### config.mk
export PLATFORM = sky130hd
export DESIGN_NAME = processor_grid_factorizer_core
export DESIGN_NICKNAME = d
export VERILOG_FILES = /design/src/rtl/pgf_pkg.sv /design/src/rtl/pgf_div.sv /design/src/rtl/processor_grid_factorizer_core.sv
export SDC_FILE = /design/constraint.sdc
export NUM_CORES = 1
export LEC_CHECK = 0
export BUFFER_PORTS_ARGS = -buffer_cell sky130_fd_sc_hd__buf_2
export CAP_MARGIN = 20
export CORE_ASPECT_RATIO = 0.5
export CORE_MARGIN = 10
export CORE_UTILIZATION = 25
export CTS_BUF_LIST = sky130_fd_sc_hd__clkbuf_4 sky130_fd_sc_hd__clkbuf_8
export CTS_CLUSTER_SIZE = 28
export DETAILED_ROUTE_END_ITERATION = 10
export SETUP_SLACK_MARGIN = 0.4
export SYNTH_ARGS = -nofsm -noshare
export SYNTH_HDL_FRONTEND = slang
export SYNTH_HIERARCHICAL = 1
export SYNTH_SLANG_ARGS = --single-unit
export TNS_END_PERCENT = 100
### constraint.sdc
create_clock -name clk -period 36.7 [get_ports clk]
set_input_delay 5.505 -clock clk [delete_from_list [all_inputs] [get_ports clk]]
set_output_delay 5.505 -clock clk [all_outputs]
set_load 0.02 [all_outputs]
### src/rtl/pgf_pkg.sv
// Package for the processor grid factorizer: shared constants and the sequencer state type.
package pgf_pkg;

  // Widths of the fixed stream fields
  localparam int PROC_W = 16;
  localparam int DIM_W  = 2;
  localparam int PTS_W  = 16;
  localparam int OUT_W  = 16;

  // Grid dimensions held in storage, and the most that may take part
  localparam int          NUM_DIMS = 3;
  localparam int          DIM_IW   = $clog2(NUM_DIMS);
  localparam logic [DIM_W-1:0] MAX_DIMS = 2'd3;

  // Default width of the internal processor count
  localparam int COUNT_BITS_DEF = 16;

  // Packed stream widths, rounded up to whole bytes
  localparam int IN_FIELDS_W = PROC_W + DIM_W + 3 * PTS_W;
  localparam int IN_DATA_W   = ((IN_FIELDS_W + 7) / 8) * 8;
  localparam int OUT_DATA_W  = ((3 * OUT_W + 7) / 8) * 8;

  // Sequencer states
  typedef enum logic [3:0] {
    ST_IDLE,
    ST_CHECK,
    ST_TEST,
    ST_DIV,
    ST_QMUL,
    ST_CMP_A,
    ST_CMP_B,
    ST_CMP_C,
    ST_APPLY,
    ST_FIN
  } pgf_state_t;

endpackage

### src/rtl/pgf_div.sv
// Iterative restoring divider: one quotient bit per cycle.
module pgf_div
  import pgf_pkg::*;
#(
  parameter int CW = COUNT_BITS_DEF
) (
  input  logic          clk,
  input  logic          rst_n,
  input  logic          start,
  input  logic [CW-1:0] dividend,
  input  logic [CW-1:0] divisor,
  output logic          done,
  output logic [CW-1:0] quotient,
  output logic [CW-1:0] remainder
);

  localparam int CNT_W = $clog2(CW + 1);

  logic             busy_r;
  logic             done_r;
  logic [CNT_W-1:0] cnt_r;
  logic [CW-1:0]    quo_r;
  logic [CW-1:0]    rem_r;
  logic [CW-1:0]    dvs_r;

  logic [CW:0]      shifted;
  logic [CW:0]      diff;
  logic [CW-1:0]    rem_nxt;

  assign shifted = {rem_r, quo_r[CW-1]};
  assign diff    = shifted - {1'b0, dvs_r};
  // keep the trial difference when it did not go negative
  assign rem_nxt = diff[CW] ? shifted[CW-1:0] : diff[CW-1:0];

  always_ff @(posedge clk) begin
    if (!rst_n) begin
      busy_r <= 1'b0;
      done_r <= 1'b0;
      cnt_r  <= '0;
    end else begin
      done_r <= 1'b0;
      if (start) begin
        busy_r <= 1'b1;
        cnt_r  <= CNT_W'(CW);
      end else if (busy_r) begin
        cnt_r <= cnt_r - 1'b1;
        if (cnt_r == CNT_W'(1)) begin
          busy_r <= 1'b0;
          done_r <= 1'b1;
        end
      end
    end
  end

  always_ff @(posedge clk) begin
    if (start) begin
      quo_r <= dividend;
      rem_r <= '0;
      dvs_r <= divisor;
    end else if (busy_r) begin
      rem_r <= rem_nxt;
      quo_r <= {quo_r[CW-2:0], ~diff[CW]};
    end
  end

  assign done      = done_r;
  assign quotient  = quo_r;
  assign remainder = rem_r;

endmodule

### src/rtl/processor_grid_factorizer_core.sv
// Top level of the processor grid factorizer: sequencer, shared multiplier and stream ports.
//
// Splits proc_count over one to three grid dimensions. Every dimension starts with one
// processor; while processors remain unused, the greatest prime factor of the remaining
// count is found by trial division (2, then odd divisors up to the square root) and is
// given to the dimension with the most grid points per processor, ratios being compared
// exactly by cross products. Ties go to the dimension with fewer processors when its ratio
// exceeds one. A count of 0 or 1 yields all ones, as do dimensions that take no part.
// One transaction is worked at a time and in_tready is low meanwhile. The run time is
// dominated by the trial division: each candidate divisor goes through the shared
// bit-serial divider (and through ST_QMUL when it divides), and about sqrt(n)/2
// candidates are tried for each prime factor taken out. The slowest 16-bit counts are
// primes and products of two primes near 256. Each factor also passes ST_CMP_A, ST_CMP_B
// and ST_CMP_C per compared dimension, plus ST_CHECK, ST_TEST and ST_APPLY.
// A finished result sits in the output register while the next transaction is accepted.
module processor_grid_factorizer_core
  import pgf_pkg::*;
#(
  parameter int COUNT_BITS = COUNT_BITS_DEF
) (
  input  logic                  clk,
  input  logic                  rst_n,
  // in_tdata, from bit 0: proc_count[15:0], dim_count[1:0], points_x[15:0],
  // points_y[15:0], points_z[15:0], zero fill
  input  logic                  in_tvalid,
  output logic                  in_tready,
  input  logic [IN_DATA_W-1:0]  in_tdata,
  // out_tdata, from bit 0: procs_x[15:0], procs_y[15:0], procs_z[15:0]
  output logic                  out_tvalid,
  input  logic                  out_tready,
  output logic [OUT_DATA_W-1:0] out_tdata
);

  localparam int CW = COUNT_BITS;
  localparam int AW = (CW > PTS_W) ? CW : PTS_W;   // multiplier operand A
  localparam int PW = AW + CW;                     // product
  localparam int SW = CW + 2;                      // running square of the divisor

  // unpack the input transaction
  logic [PROC_W-1:0] in_proc_count;
  logic [DIM_W-1:0]  in_dim_count;
  logic [PTS_W-1:0]  in_points [NUM_DIMS];

  assign in_proc_count = in_tdata[PROC_W-1:0];
  assign in_dim_count  = in_tdata[PROC_W +: DIM_W];
  assign in_points[0]  = in_tdata[PROC_W + DIM_W +: PTS_W];
  assign in_points[1]  = in_tdata[PROC_W + DIM_W + PTS_W +: PTS_W];
  assign in_points[2]  = in_tdata[PROC_W + DIM_W + 2 * PTS_W +: PTS_W];

  pgf_state_t state_r, state_nxt;

  logic [PTS_W-1:0]  pts_r   [NUM_DIMS];
  logic [CW-1:0]     procs_r [NUM_DIMS];
  logic [DIM_W-1:0]  nd_r;
  logic [CW-1:0]     rem_r;     // processors still unused
  logic [CW-1:0]     n_r;       // value being factored
  logic [CW-1:0]     q_r;       // product of factors divided out of n
  logic [CW-1:0]     d_r;       // trial divisor
  logic [SW-1:0]     sq_r;      // d_r squared
  logic [CW-1:0]     factor_r;  // greatest prime factor found
  logic [DIM_IW-1:0] best_r;
  logic [DIM_IW-1:0] idx_r;
  logic [PW-1:0]     lhs_r;
  logic [PW-1:0]     rhs_r;
  logic [PTS_W-1:0]  pts_i_r;
  logic [CW-1:0]     procs_best_r;
  logic              gt_r;
  logic              lt_r;
  logic              out_tvalid_r;
  logic [OUT_DATA_W-1:0] out_tdata_r;

  logic [DIM_W-1:0]  nd_sat;
  logic              in_fire;
  logic              out_free;
  logic              div_start;
  logic              div_done;
  logic [CW-1:0]     div_quo;
  logic [CW-1:0]     div_rem;
  logic [DIM_IW-1:0] pts_sel;
  logic [DIM_IW-1:0] procs_sel;
  logic [PTS_W-1:0]  pts_rd;
  logic [CW-1:0]     procs_rd;
  logic [AW-1:0]     mul_a;
  logic [CW-1:0]     mul_b;
  logic [PW-1:0]     mul_p;
  logic              prime_found;
  logic              more_dims;
  logic              take_i;

  // saturate the dimension count into 1..MAX_DIMS
  always_comb begin
    priority if (in_dim_count == '0) begin
      nd_sat = DIM_W'(1);
    end else if (in_dim_count > MAX_DIMS) begin
      nd_sat = MAX_DIMS;
    end else begin
      nd_sat = in_dim_count;
    end
  end

  assign in_fire     = in_tvalid && in_tready;
  assign out_free    = !out_tvalid_r || out_tready;
  assign prime_found = sq_r > SW'(n_r);
  assign more_dims   = (DIM_W'(idx_r) + 1'b1) < nd_r;

  // one read port per register array each cycle
  assign pts_rd   = pts_r[pts_sel];
  assign procs_rd = procs_r[procs_sel];

  // shared multiplier, registered at its destination
  assign mul_p = PW'(mul_a) * PW'(mul_b);

  // replace the best dimension on a larger ratio, or on an equal ratio above one
  // when the candidate holds fewer processors
  assign take_i = (lhs_r > rhs_r) || ((lhs_r == rhs_r) && gt_r && lt_r);

  // next state
  always_comb begin
    state_nxt = state_r;
    unique case (state_r)
      ST_IDLE:  if (in_fire) state_nxt = ST_CHECK;
      ST_CHECK: state_nxt = (rem_r > CW'(1)) ? ST_TEST : ST_FIN;
      ST_TEST: begin
        if (prime_found) begin
          state_nxt = (nd_r > DIM_W'(1)) ? ST_CMP_A : ST_APPLY;
        end else begin
          state_nxt = ST_DIV;
        end
      end
      ST_DIV: begin
        if (div_done) begin
          state_nxt = (div_rem == '0) ? ST_QMUL : ST_TEST;
        end
      end
      ST_QMUL:  state_nxt = ST_TEST;
      ST_CMP_A: state_nxt = ST_CMP_B;
      ST_CMP_B: state_nxt = ST_CMP_C;
      ST_CMP_C: state_nxt = more_dims ? ST_CMP_A : ST_APPLY;
      ST_APPLY: state_nxt = ST_CHECK;
      ST_FIN:   if (out_free) state_nxt = ST_IDLE;
      default:  state_nxt = ST_IDLE;
    endcase
  end

  // control outputs: handshake, divider launch, read selects and multiplier operands
  always_comb begin
    in_tready = 1'b0;
    div_start = 1'b0;
    pts_sel   = best_r;
    procs_sel = best_r;
    mul_a     = '0;
    mul_b     = '0;
    unique case (state_r)
      ST_IDLE: in_tready = 1'b1;
      ST_TEST: div_start = !prime_found;
      ST_QMUL: begin
        mul_a = AW'(q_r);
        mul_b = d_r;
      end
      ST_CMP_A: begin
        pts_sel = idx_r;
        mul_a   = AW'(pts_rd);
        mul_b   = procs_rd;
      end
      ST_CMP_B: begin
        procs_sel = idx_r;
        mul_a     = AW'(pts_rd);
        mul_b     = procs_rd;
      end
      ST_APPLY: begin
        mul_a = AW'(procs_rd);
        mul_b = factor_r;
      end
      default: begin
      end
    endcase
  end

  pgf_div #(
    .CW(CW)
  ) u_div (
    .clk       (clk),
    .rst_n     (rst_n),
    .start     (div_start),
    .dividend  (n_r),
    .divisor   (d_r),
    .done      (div_done),
    .quotient  (div_quo),
    .remainder (div_rem)
  );

  // control registers
  always_ff @(posedge clk) begin
    if (!rst_n) begin
      state_r      <= ST_IDLE;
      out_tvalid_r <= 1'b0;
    end else begin
      state_r <= state_nxt;
      if (state_r == ST_FIN && out_free) begin
        out_tvalid_r <= 1'b1;
      end else if (out_tready) begin
        out_tvalid_r <= 1'b0;
      end
    end
  end

  // datapath registers
  always_ff @(posedge clk) begin
    unique case (state_r)
      ST_IDLE: begin
        if (in_fire) begin
          for (int k = 0; k < NUM_DIMS; k++) begin
            pts_r[k]   <= in_points[k];
            procs_r[k] <= CW'(1);
          end
          nd_r  <= nd_sat;
          rem_r <= CW'(in_proc_count);
        end
      end
      ST_CHECK: begin
        // start a fresh factor search on the unused processors
        n_r  <= rem_r;
        q_r  <= CW'(1);
        d_r  <= CW'(2);
        sq_r <= SW'(4);
      end
      ST_TEST: begin
        if (prime_found) begin
          factor_r <= n_r;
          best_r   <= '0;
          idx_r    <= DIM_IW'(1);
        end
      end
      ST_DIV: begin
        if (div_done) begin
          if (div_rem == '0) begin
            n_r <= div_quo;
          end else if (d_r == CW'(2)) begin
            d_r  <= CW'(3);
            sq_r <= SW'(9);
          end else begin
            // (d + 2)^2 = d^2 + 4d + 4
            d_r  <= d_r + CW'(2);
            sq_r <= sq_r + {d_r, 2'b00} + SW'(4);
          end
        end
      end
      ST_QMUL: q_r <= CW'(mul_p);
      ST_CMP_A: begin
        lhs_r        <= mul_p;
        pts_i_r      <= pts_rd;
        procs_best_r <= procs_rd;
      end
      ST_CMP_B: begin
        rhs_r <= mul_p;
        gt_r  <= AW'(pts_i_r) > AW'(procs_rd);
        lt_r  <= procs_rd < procs_best_r;
      end
      ST_CMP_C: begin
        if (take_i) best_r <= idx_r;
        idx_r <= idx_r + 1'b1;
      end
      ST_APPLY: begin
        procs_r[best_r] <= CW'(mul_p);
        rem_r           <= q_r;
      end
      ST_FIN: begin
        if (out_free) begin
          out_tdata_r <= OUT_DATA_W'({OUT_W'(procs_r[2]), OUT_W'(procs_r[1]),
                                      OUT_W'(procs_r[0])});
        end
      end
      default: begin
      end
    endcase
  end

  assign out_tvalid = out_tvalid_r;
  assign out_tdata  = out_tdata_r;

  // a transaction is never accepted while one is being worked
  a_busy_after_accept: assert property (@(posedge clk) disable iff (!rst_n)
    in_fire |=> state_r == ST_CHECK)
    else $error("sequencer did not leave idle after accepting a transaction");

  // the divider is only launched with a real trial divisor
  a_div_divisor: assert property (@(posedge clk) disable iff (!rst_n)
    div_start |-> d_r >= CW'(2))
    else $error("divider launched with a divisor below two");

  // the divider reports completion only while the sequencer waits for it
  a_div_done_state: assert property (@(posedge clk) disable iff (!rst_n)
    div_done |-> state_r == ST_DIV)
    else $error("divider completion outside the wait state");

  // only a real factor is applied, to a dimension that takes part
  a_apply_factor: assert property (@(posedge clk) disable iff (!rst_n)
    state_r == ST_APPLY |-> (factor_r >= CW'(2)) && (DIM_W'(best_r) < nd_r))
    else $error("bad factor or dimension applied");

  // a finished result is only overwritten once the previous one was taken
  a_out_hold: assert property (@(posedge clk) disable iff (!rst_n)
    out_tvalid_r && !out_tready |=> state_r != ST_IDLE || $past(state_r) != ST_FIN
      || $stable(out_tdata_r))
    else $error("pending result overwritten");

endmodule

==> results of run 1 <==
[sequential cells by signal (all words and copies together) (netlist names), 2 cells and up]
signal	flops
procs_r	64
out_tdata	48
pts_r	48
lhs_r	32
rhs_r	32
sq_r	17
d_r	16
factor_r	16
n_r	16
procs_best_r	16
pts_i_r	16
q_r	16
rem_r	16
u_div/dvs_r	16
u_div/quotient	16
u_div/remainder	16
u_div/cnt_r	5
state_r	4
best_r	2
idx_r	2
nd_r	2
[path summary, 6_finish.rpt]
path	depth (start not counted)	slack (ns)	startpoint	end
setup / recovery	28	25.90	state_r[1]	lhs_r[29]
hold / removal	0	0.44	procs_r[0][6]	out_tdata[6]
setup reg to reg	28	25.90	state_r[1]	lhs_r[29]
hold reg to reg	0	0.44	procs_r[0][6]	out_tdata[6]
[stage by stage]
| stage | worst slack (ns) | hold slack, ns |
|---|---|---|
| floorplan | 22.82 | 0.421 |
| global placement | 26.21 | 0.428 |
| detailed placement | 26.13 | 0.428 |
| CTS | 26.07 | 0.443 |
| global route | 25.56 | 0.460 |
| finish | 25.90 | 0.443 |
[metal layers]
layer  track usage, %  share of wire [%]
met1             15.4                 43
met4             3.21                2.5
met5                0                  0
met2             19.8                 48
met3             2.11                6.4
[kinds of logic after synthesis]
logic type | synth area share [%]
muxes | 3.41
xor gates and xnor gates | 2.06
buffers and inverters | 6.04
and+or+nand+nor | 12.5
DFF | 44.1
AOI/OAI and AO/OA | 7.61
adders and majority gates | 24.3
[layout make-up]
class                   instances  area share (%)
flip-flops and latches        421            38.9
diodes                          1         0.00787
clock inverters                31           0.925
repair buffers                144            2.49
well taps                    1496            5.89
multi-input cells            1666            44.2
clock buffers                  88            3.45
inverters                     351            4.14
[Yosys cell counts (all sizes together) (35+ instances only)]
master and instances:
xnor2 35, clkbuf 57, and2 49, a21oi 101, a21o 43, ha 231, fa 196, nor2 266
inv 351, nand2 282, o21ai 56, edfxtp 393
[power by group through the flow]
stage | Clock (mW) | Sequential (mW) | Combinational (mW)
6_report | 0.429 | 0.599 | 0.224
5_1_grt | 0.462 | 0.604 | 0.250
4_1_cts | 0.441 | 0.599 | 0.224
3_5_place_dp | 0 | 0.609 | 0.222
2_1_floorplan | 0 | 0.594 | 0.170
3_3_place_gp | 0 | 0.608 | 0.217
==> results.json, run 1 <==
{
  "dp_hpwl_mm": 57.6,
  "critical_path.most_common_cell": "fa_1",
  "sw_frac_of_total_pct": 29.6,
  "rsz0062_at_grt": "false",
  "wl_mm": 75.6,
  "p_total_mw": 1.25,
  "ir_worst_vdd_mv": 0.0318,
  "final_common_cell": "edfxtp_1",
  "h-tree-depth": 3,
  "p_sw_mw": 0.370,
  "antenna_found_initial": 1,
  "ioPinCount": 126,
  "synthCells": 2523,
  "hold_path.class": "flip-flop to flip-flop",
  "critical-path-max-stage-delay_ns": 0.87,
  "fmax_ghz": 0.0926,
  "worstPathRequired_ns": 37.24,
  "outcome": "completed",
  "worst-path-max-fanout": 36,
  "grt_max_degree": 67,
  "grt_pass1_wl_mm": 118,
  "combinationalPowerShare_pct": 17.9,
  "core.rowCount": 86,
  "cp.arrival_ns": 11.34,
  "maxSlewHeadroom_pct": 31.2,
  "worst_slew_pin_slew_ns": 1.03,
  "ys_types": 76,
  "clkSinkCount": 421,
  "design.core.area_mm2": 0.111,
  "dpl.cell_count": 4077,
  "drtIter0Drc": 1660,
  "placed_area_mm2": 0.0304,
  "antenna_left": 0,
  "finalCritPeriodShare_pct": 29.4,
  "numCtsBuffers": 70,
  "num_vias": 19137,
  "yosysSeqAreaShare_pct": 44.1,
  "clkSlewWorstSetupHoldPaths_ns": 0.06,
  "cts_tree": "done",
  "post-route-util_pct": 28.7,
  "first_pass_iters": 6,
  "cts_resized": 0,
  "clk_path_buf_depth": 3,
  "power_density_mw_per_mm2": 39.4,
  "drc": 0,
  "finalHoldViolations": 0,
  "dieWidth_um": 494,
  "final_cells": 4198,
  "p_leak_nw": 13.4,
  "drive_above_1_share_pct": 12.6,
  "cts_setup_buffers": 0,
  "syn_nets": 3026,
  "finalSetupViolations": 0,
  "crit_slowest_cell": "dfxtp_1",
  "cp_top_family": "adder cells",
  "fin_setup_tns_ns": 0,
  "dominantRegCellSynth": "edfxtp_1",
  "netlist_area_mm2": 0.0280,
  "initial_utilization_pct": 25.3,
  "nets": 3157,
  "avgSynthCellArea_um2": 11.1,
  "syn_to_final_growth_pct": 13.4,
  "die_area_mm2": 0.127,
  "synth_area_leaders": "edfxtp_1, fa_1, ha_1, inv_1, nand2_1",
  "routabilityCongestion": 0.906,
  "synth_top_area_share_pct": 42.1,
  "period_minus_slack_ns": 10.80,
  "p_int_mw": 0.882,
  "drv_cap": 0,
  "async_flop_share_pct": 0,
  "portBuffers": 119,
  "yosys_warnings": 6,
  "root_buffer": "clkbuf_8",
  "synth_edf_count": 393,
  "grt_remaining_overflow": 0,
  "cts-hold-fix-buffers": 0,
  "path_buf_inv": 6,
  "worstSetupEndpointType": "flip-flop",
  "regArea_mm2": 0.0124,
  "p_seq_share_pct": 47.9,
  "synth_top_area_cell": "edfxtp_1",
  "routedWlPerCell_um": 18.0,
  "ys_ff_latch": 421,
  "clock_latency_ns": 0.70,
  "clockPowerShare_pct": 34.3,
  "grtUsageTotal_pct": 11.8,
  "multi_input_area_mm2": 0.0141,
  "die_h_um": 257,
  "viasPerCell": 4.56,
  "grt_pass1_vias": 19864,
  "fin_area_mm2": 0.0318,
  "nFillCells": 11350,
  "critical_path_class": "flip-flop to flip-flop",
  "finClkSkew_ns": 0.0587,
  "finalMaxSlewViolations": 0,
  "cp-start-kind": "flip-flop",
  "layout_common_cells": "edfxtp_1, inv_1, nand2_1, nor2_1, ha_1"
}
Note: power is estimated with default switching activity, not from simulation.
==> run 2, diff against run 1 <==
--- a/config.mk
+++ b/config.mk
@@ -5,6 +5,7 @@
 export SDC_FILE = /design/constraint.sdc
 export NUM_CORES = 1
 export LEC_CHECK = 0
+export ABC_AREA = 1
 export BUFFER_PORTS_ARGS = -buffer_cell sky130_fd_sc_hd__buf_2
 export CAP_MARGIN = 20
 export CORE_ASPECT_RATIO = 0.5
==> constraint.sdc (replaced) <==
create_clock -name clk -period 9.5 [get_ports clk]
set_input_delay 1.425 -clock clk [delete_from_list [all_inputs] [get_ports clk]]
set_output_delay 1.425 -clock clk [all_outputs]
set_load 0.02 [all_outputs]
==> run 2 against run 1 <==
  * Power rose to 5.0 times the previous value
  * Non-clock buffer count up 4
  * Setup slack worse by 25 ns
  * Die area up 6.2%
  * Cell area up 5.5%
  * Sequential share of layout area down 2.0 points
  * Flip-flop and latch count unchanged
  * First-iteration DRC count up 2.5%
  * Critical path depth down 2
  * Utilization down 0.34 points
  * Register-to-register slack worse by 25 ns
  * Routed wire length up 1.7%
==> results.json, run 2 <==
{
  "die_area_mm2": 0.135,
  "top_register": "procs_r",
  "cp_top_family": "adder cells",
  "grt_pass1_wl_mm": 124,
  "syn_nets": 3644,
  "finalHoldViolations": 0,
  "grtUsageTotal_pct": 11.4,
  "synth_area_leaders": "edfxtp_1, fa_1, nand2_1, ha_1, inv_1",
  "finalSetupViolations": 0,
  "critical_path_depth": 26,
  "antenna_left": 0,
  "drtIter0Drc": 1701,
  "finClkSkew_ns": 0.0479,
  "first_pass_iters": 6,
  "hold-path-cell-count": 0,
  "cp.arrival_ns": 8.86,
  "cts_resized": 0,
  "multi_input_area_mm2": 0.0144,
  "cts-hold-fix-buffers": 0,
  "layout_common_cells": "nand2_1, inv_1, edfxtp_1, ha_1",
  "nets": 3793,
  "synth_edf_count": 393,
  "num_vias": 21440,
  "rsz0062_at_grt": "false",
  "core.rowCount": 89,
  "initial_utilization_pct": 25.3,
  "grt_remaining_overflow": 0,
  "antenna_found_initial": 8,
  "cts_tree": "done",
  "reg2reg_depth": 26,
  "avgSynthCellArea_um2": 9.52,
  "synth_top_area_share_pct": 39.5,
  "root_buffer": "clkbuf_8",
  "p_seq_share_pct": 42.9,
  "p_sw_mw": 2.30,
  "hold_start": "procs_r[0][10]",
  "regArea_mm2": 0.0124,
  "nFillCells": 12379,
  "critical-path-max-stage-delay_ns": 0.87,
  "maxSlewHeadroom_pct": 24.0,
  "ioPinCount": 126,
  "final_common_cell": "nand2_1",
  "h-tree-depth": 3,
  "routabilityCongestion": 0.883,
  "period_minus_slack_ns": 8.44,
  "path_buf_inv": 5,
  "p_leak_nw": 15.8,
  "grt_pass1_vias": 22422,
  "finalCritPeriodShare_pct": 88.8,
  "async_flop_share_pct": 0,
  "clockPowerShare_pct": 27.1,
  "dpl.cell_count": 4803,
  "largest_reg_flops": 64,
  "critical_path_class": "flip-flop to flip-flop",
  "clkSinkCount": 421,
  "yosys_warnings": 6,
  "combinationalPowerShare_pct": 30.0,
  "netlist_area_mm2": 0.0299,
  "worstPathRequired_ns": 9.92,
  "startpoint": "state_r[2]",
  "worstSetupEndpointType": "flip-flop",
  "yosysSeqAreaShare_pct": 41.4,
  "fmax_ghz": 0.119,
  "ir_worst_vdd_mv": 0.0966,
  "final_cells": 4933,
  "finalMaxSlewViolations": 0,
  "synth_top_area_cell": "edfxtp_1",
  "r2r_start": "state_r[2]",
  "synth_common_cells": "nand2_1, inv_1, edfxtp_1, ha_1, nor2_1",
  "routedWlPerCell_um": 15.6,
  "syn_to_final_growth_pct": 12.3,
  "drc": 0,
  "clkSlewWorstSetupHoldPaths_ns": 0.06,
  "ys_ff_latch": 421,
  "sw_frac_of_total_pct": 36.9,
  "clk_path_buf_depth": 3,
  "p_total_mw": 6.23,
  "rrSetupSlack_ns": 1.06,
  "numCtsBuffers": 75,
  "fin_setup_tns_ns": 0,
  "dominantRegCellSynth": "edfxtp_1",
  "die_h_um": 264,
  "cts_setup_buffers": 0,
  "yosys.cell_count.top_type": "nand2_1",
  "power_density_mw_per_mm2": 186,
  "dp_hpwl_mm": 59.5,
  "synthCells": 3141,
  "crit_slowest_cell": "o221ai_2",
  "drive_above_1_share_pct": 12.2,
  "dieWidth_um": 509,
  "p_int_mw": 3.94,
  "hold_path.class": "flip-flop to flip-flop",
  "viasPerCell": 4.35,
  "grt_max_degree": 65,
  "design.core.area_mm2": 0.118,
  "portBuffers": 119,
  "worst_slew_pin_slew_ns": 1.14,
  "outcome": "completed",
  "ys_types": 56,
  "worst-path-max-fanout": 32,
  "wl_mm": 76.9,
  "cp-start-kind": "flip-flop",
  "critical_path.most_common_cell": "fa_1",
  "drv_cap": 0,
  "clock_latency_ns": 0.69
}
-- run 2: cell count changes in the layout (fill, tap and decap cells not counted), moves of 32 or more --
cell | before | now
nor2_1 | 265 | 196
nand3_1 | 31 | 105
mux2_2 | 32 | 0
inv_1 | 349 | 636
and2_1 | 48 | 2
inv_2 | 2 | 35
nand2_2 | 0 | 40
nand2_1 | 282 | 804
a21o_1 | 43 | 9
-- run 2: cell type report --
cell class / count / share of cell area (%)
Antenna cell: 1 / 0.00746
Clock buffer: 101 / 3.71
Inverter: 674 / 7.55
Sequential cell: 421 / 36.8
Timing Repair Buffer: 148 / 2.45
Clock inverter: 26 / 0.623
Tap cell: 1592 / 5.94
Multi-Input combinational cell: 1970 / 42.9
-- run 2: cells by family after synthesis --
group	after synthesis	synth area share, %
and+or+nand+nor	1230	17.0
buffers and inverters	750	10.5
adders and majority gates	427	22.8
DFF	421	41.4
AOI/OAI and AO/OA	271	7.06
xor gates and xnor gates	42	1.23
-- run 2: path summary, 6_finish.rpt --
check,endpoint
worst max-delay path,rhs_r[18]
worst min-delay path,out_tdata[10]
worst max register to register,rhs_r[18]
worst min register to register,out_tdata[10]
-- run 2: through the flow --
| step | hold WS [ns] | utilization (%) | setup WS [ns] | instance area [um2] |
|---|---|---|---|---|
| 6_report | 0.449 | 28.4 | 1.06 | 33600 |
| 5_1_grt | 0.464 | 28.4 | 0.457 | 33600 |
| 4_1_cts | 0.450 | 28.4 | 1.13 | 33500 |
| 3_5_place_dp | 0.438 | 27.1 | 1.20 | 32100 |
| 3_3_place_gp | 0.434 | 27.1 | 1.24 | 32100 |
| 2_1_floorplan | 0.417 | - | 2.89 | 29900 |
-- run 2: layer usage --
metal	part of all wire, %	track usage, %	vias to the layer above
li1	-	-	10261
met1	43	14.4	10423
met2	47	19.3	589
met3	6.3	2.13	159
met4	3.5	4.12	8
met5	0.057	0	-
-- run 2: power by group through the flow --
| stage | registers, mW | clock network [mW] | logic, mW |
|---|---|---|---|
| after detailed placement | 2.71 | 0 | 1.86 |
| after floorplan | 2.61 | 0 | 1.38 |
| after global routing | 2.70 | 1.82 | 2.13 |
| after global placement | 2.70 | 0 | 1.82 |
| after CTS | 2.68 | 1.73 | 1.88 |
| final | 2.68 | 1.69 | 1.87 |
==> run 3, diff against run 2 <==
--- a/config.mk
+++ b/config.mk
@@ -14,6 +14,7 @@
 export CTS_BUF_LIST = sky130_fd_sc_hd__clkbuf_4 sky130_fd_sc_hd__clkbuf_8
 export CTS_CLUSTER_SIZE = 28
 export DETAILED_ROUTE_END_ITERATION = 10
+export REMOVE_ABC_BUFFERS = 1
 export SETUP_SLACK_MARGIN = 0.4
 export SYNTH_ARGS = -nofsm -noshare
 export SYNTH_HDL_FRONTEND = slang
==> run 3 against run 2 <==
  * Die area stayed put
  * Clock power fell by 5%
  * Routed wire length fell by 1.9%
==> results.json, run 3 (synthesis gave the netlist of run 2 again) <==
{
  "die_h_um": 264,
  "fmax_ghz": 0.123,
  "routabilityCongestion": 0.871,
  "rrSetupSlack_ns": 1.36,
  "first_pass_iters": 8,
  "r2r_start": "state_r[2]",
  "nFillCells": 12408,
  "startpoint": "state_r[2]",
  "finalCritPeriodShare_pct": 85.7,
  "grt_pass1_vias": 22574,
  "worstPathRequired_ns": 9.85,
  "root_buffer": "clkbuf_8",
  "path_buf_inv": 9,
  "critical-path-max-stage-delay_ns": 0.56,
  "routedWlPerCell_um": 15.3,
  "critical_path_depth": 28,
  "clkSinkCount": 421,
  "outcome": "completed",
  "num_vias": 21459,
  "core.rowCount": 89,
  "reg2reg_depth": 28,
  "combinationalPowerShare_pct": 30.4,
  "multi_input_area_mm2": 0.0144,
  "p_leak_nw": 15.8,
  "r2r_end": "rhs_r[14]",
  "cp.arrival_ns": 8.50,
  "grt_pass1_wl_mm": 121,
  "cp_top_family": "adder cells",
  "p_total_mw": 6.12,
  "initial_utilization_pct": 25.3,
  "final_common_cell": "nand2_1",
  "cts_resized": 0,
  "ir_worst_vdd_mv": 0.0971,
  "cp-start-kind": "flip-flop",
  "antenna_found_initial": 8,
  "hold_path.class": "flip-flop to flip-flop",
  "h-tree-depth": 3,
  "drtIter0Drc": 1550,
  "regArea_mm2": 0.0124,
  "rsz0062_at_grt": "false",
  "design.core.area_mm2": 0.118,
  "dieWidth_um": 509,
  "wl_mm": 75.5,
  "drv_cap": 0,
  "layout_common_cells": "nand2_1, inv_1, edfxtp_1, ha_1, fa_1",
  "largest_reg_flops": 64,
  "cts_tree": "done",
  "finalHoldViolations": 0,
  "worst_slew_pin_slew_ns": 1.08,
  "syn_to_final_growth_pct": 12.0,
  "nets": 3788,
  "fin_setup_tns_ns": 0,
  "viasPerCell": 4.35,
  "drive_above_1_share_pct": 12.0,
  "sw_frac_of_total_pct": 36.5,
  "p_sw_mw": 2.23,
  "finClkSkew_ns": 0.0409,
  "numCtsBuffers": 71,
  "finalSetupViolations": 0,
  "cts_setup_buffers": 0,
  "p_int_mw": 3.88,
  "dp_hpwl_mm": 58.8,
  "grt_remaining_overflow": 0,
  "period_minus_slack_ns": 8.14,
  "drc": 0,
  "portBuffers": 119,
  "p_seq_share_pct": 43.3,
  "top_register": "procs_r",
  "die_area_mm2": 0.135,
  "cts-hold-fix-buffers": 0,
  "clockPowerShare_pct": 26.3,
  "clkSlewWorstSetupHoldPaths_ns": 0.06,
  "power_density_mw_per_mm2": 183,
  "critical_path_class": "flip-flop to flip-flop",
  "crit_end": "rhs_r[14]",
  "worstSetupEndpointType": "flip-flop",
  "worst-path-max-fanout": 30,
  "crit_slowest_cell": "fa_1",
  "clk_path_buf_depth": 3,
  "maxSlewHeadroom_pct": 27.6,
  "antenna_left": 0,
  "ioPinCount": 126,
  "clock_latency_ns": 0.66,
  "finalMaxSlewViolations": 0,
  "grtUsageTotal_pct": 11.1,
  "grt_max_degree": 65
}
run 3: cell count changes in the layout (fill, tap and decap cells not counted), moves of 2 or more:
cell / change
clkbuf_8: -6
diode_2: +3
buf_4: -2
clkinv_2: +2
clkinv_1: +6
run 3: layer usage:
layer / up-vias / part of all wire, % / global-route usage [%]
li1: 10267 / - / -
met1: 10452 / 43 / 14.0
met2: 592 / 49 / 19.2
met3: 148 / 5.2 / 1.43
met4: 0 / 3.5 / 4.33
met5: - / 0 / 0
run 3: power groups by stage:
stage | combinational [mW] | sequential (mW) | clock [mW]
final | 1.86 | 2.65 | 1.61
after floorplan | 1.33 | 2.61 | 0
after global routing | 2.10 | 2.68 | 1.73
after CTS | 1.87 | 2.65 | 1.65
after detailed placement | 1.86 | 2.68 | 0
after global placement | 1.81 | 2.67 | 0
run 3: worst min-delay path by stage:
| stage | from | endpoint | cells after the start |
|---|---|---|---|
| after floorplan | procs_r[0][0] | out_tdata[0] | 0 |
| after global placement | procs_r[0][7] | out_tdata[7] | 0 |
| after detailed placement | procs_r[1][5] | out_tdata[21] | 0 |
| after CTS | procs_r[2][4] | out_tdata[36] | 0 |
| after global routing | procs_r[2][4] | out_tdata[36] | 0 |
| final | procs_r[0][9] | out_tdata[9] | 0 |
run 3: final cells by class:
type                       count  share of cell area, %
multi-input combinational   1970                   43.0
sequential                   421                   36.9
inverter                     674                   7.57
tap                         1592                   5.95
clock buffer                  95                   3.47
timing repair buffer         147                   2.47
clock inverter                31                  0.628
antenna                        4                 0.0299
run 3: metrics by stage:
step / hold slack (ns) / util (%) / instance area (um2) / std cells / worst slack, ns
floorplan: 0.417 / - / 29300 / 3065 / 1.77
global placement: 0.431 / 27.1 / 32100 / 4802 / 1.18
detailed placement: 0.434 / 27.1 / 32100 / 4803 / 1.40
CTS: 0.439 / 28.3 / 33500 / 4929 / 1.31
global route: 0.452 / 28.3 / 33500 / 4934 / 0.883
finish: 0.441 / 28.3 / 33500 / 4934 / 1.36
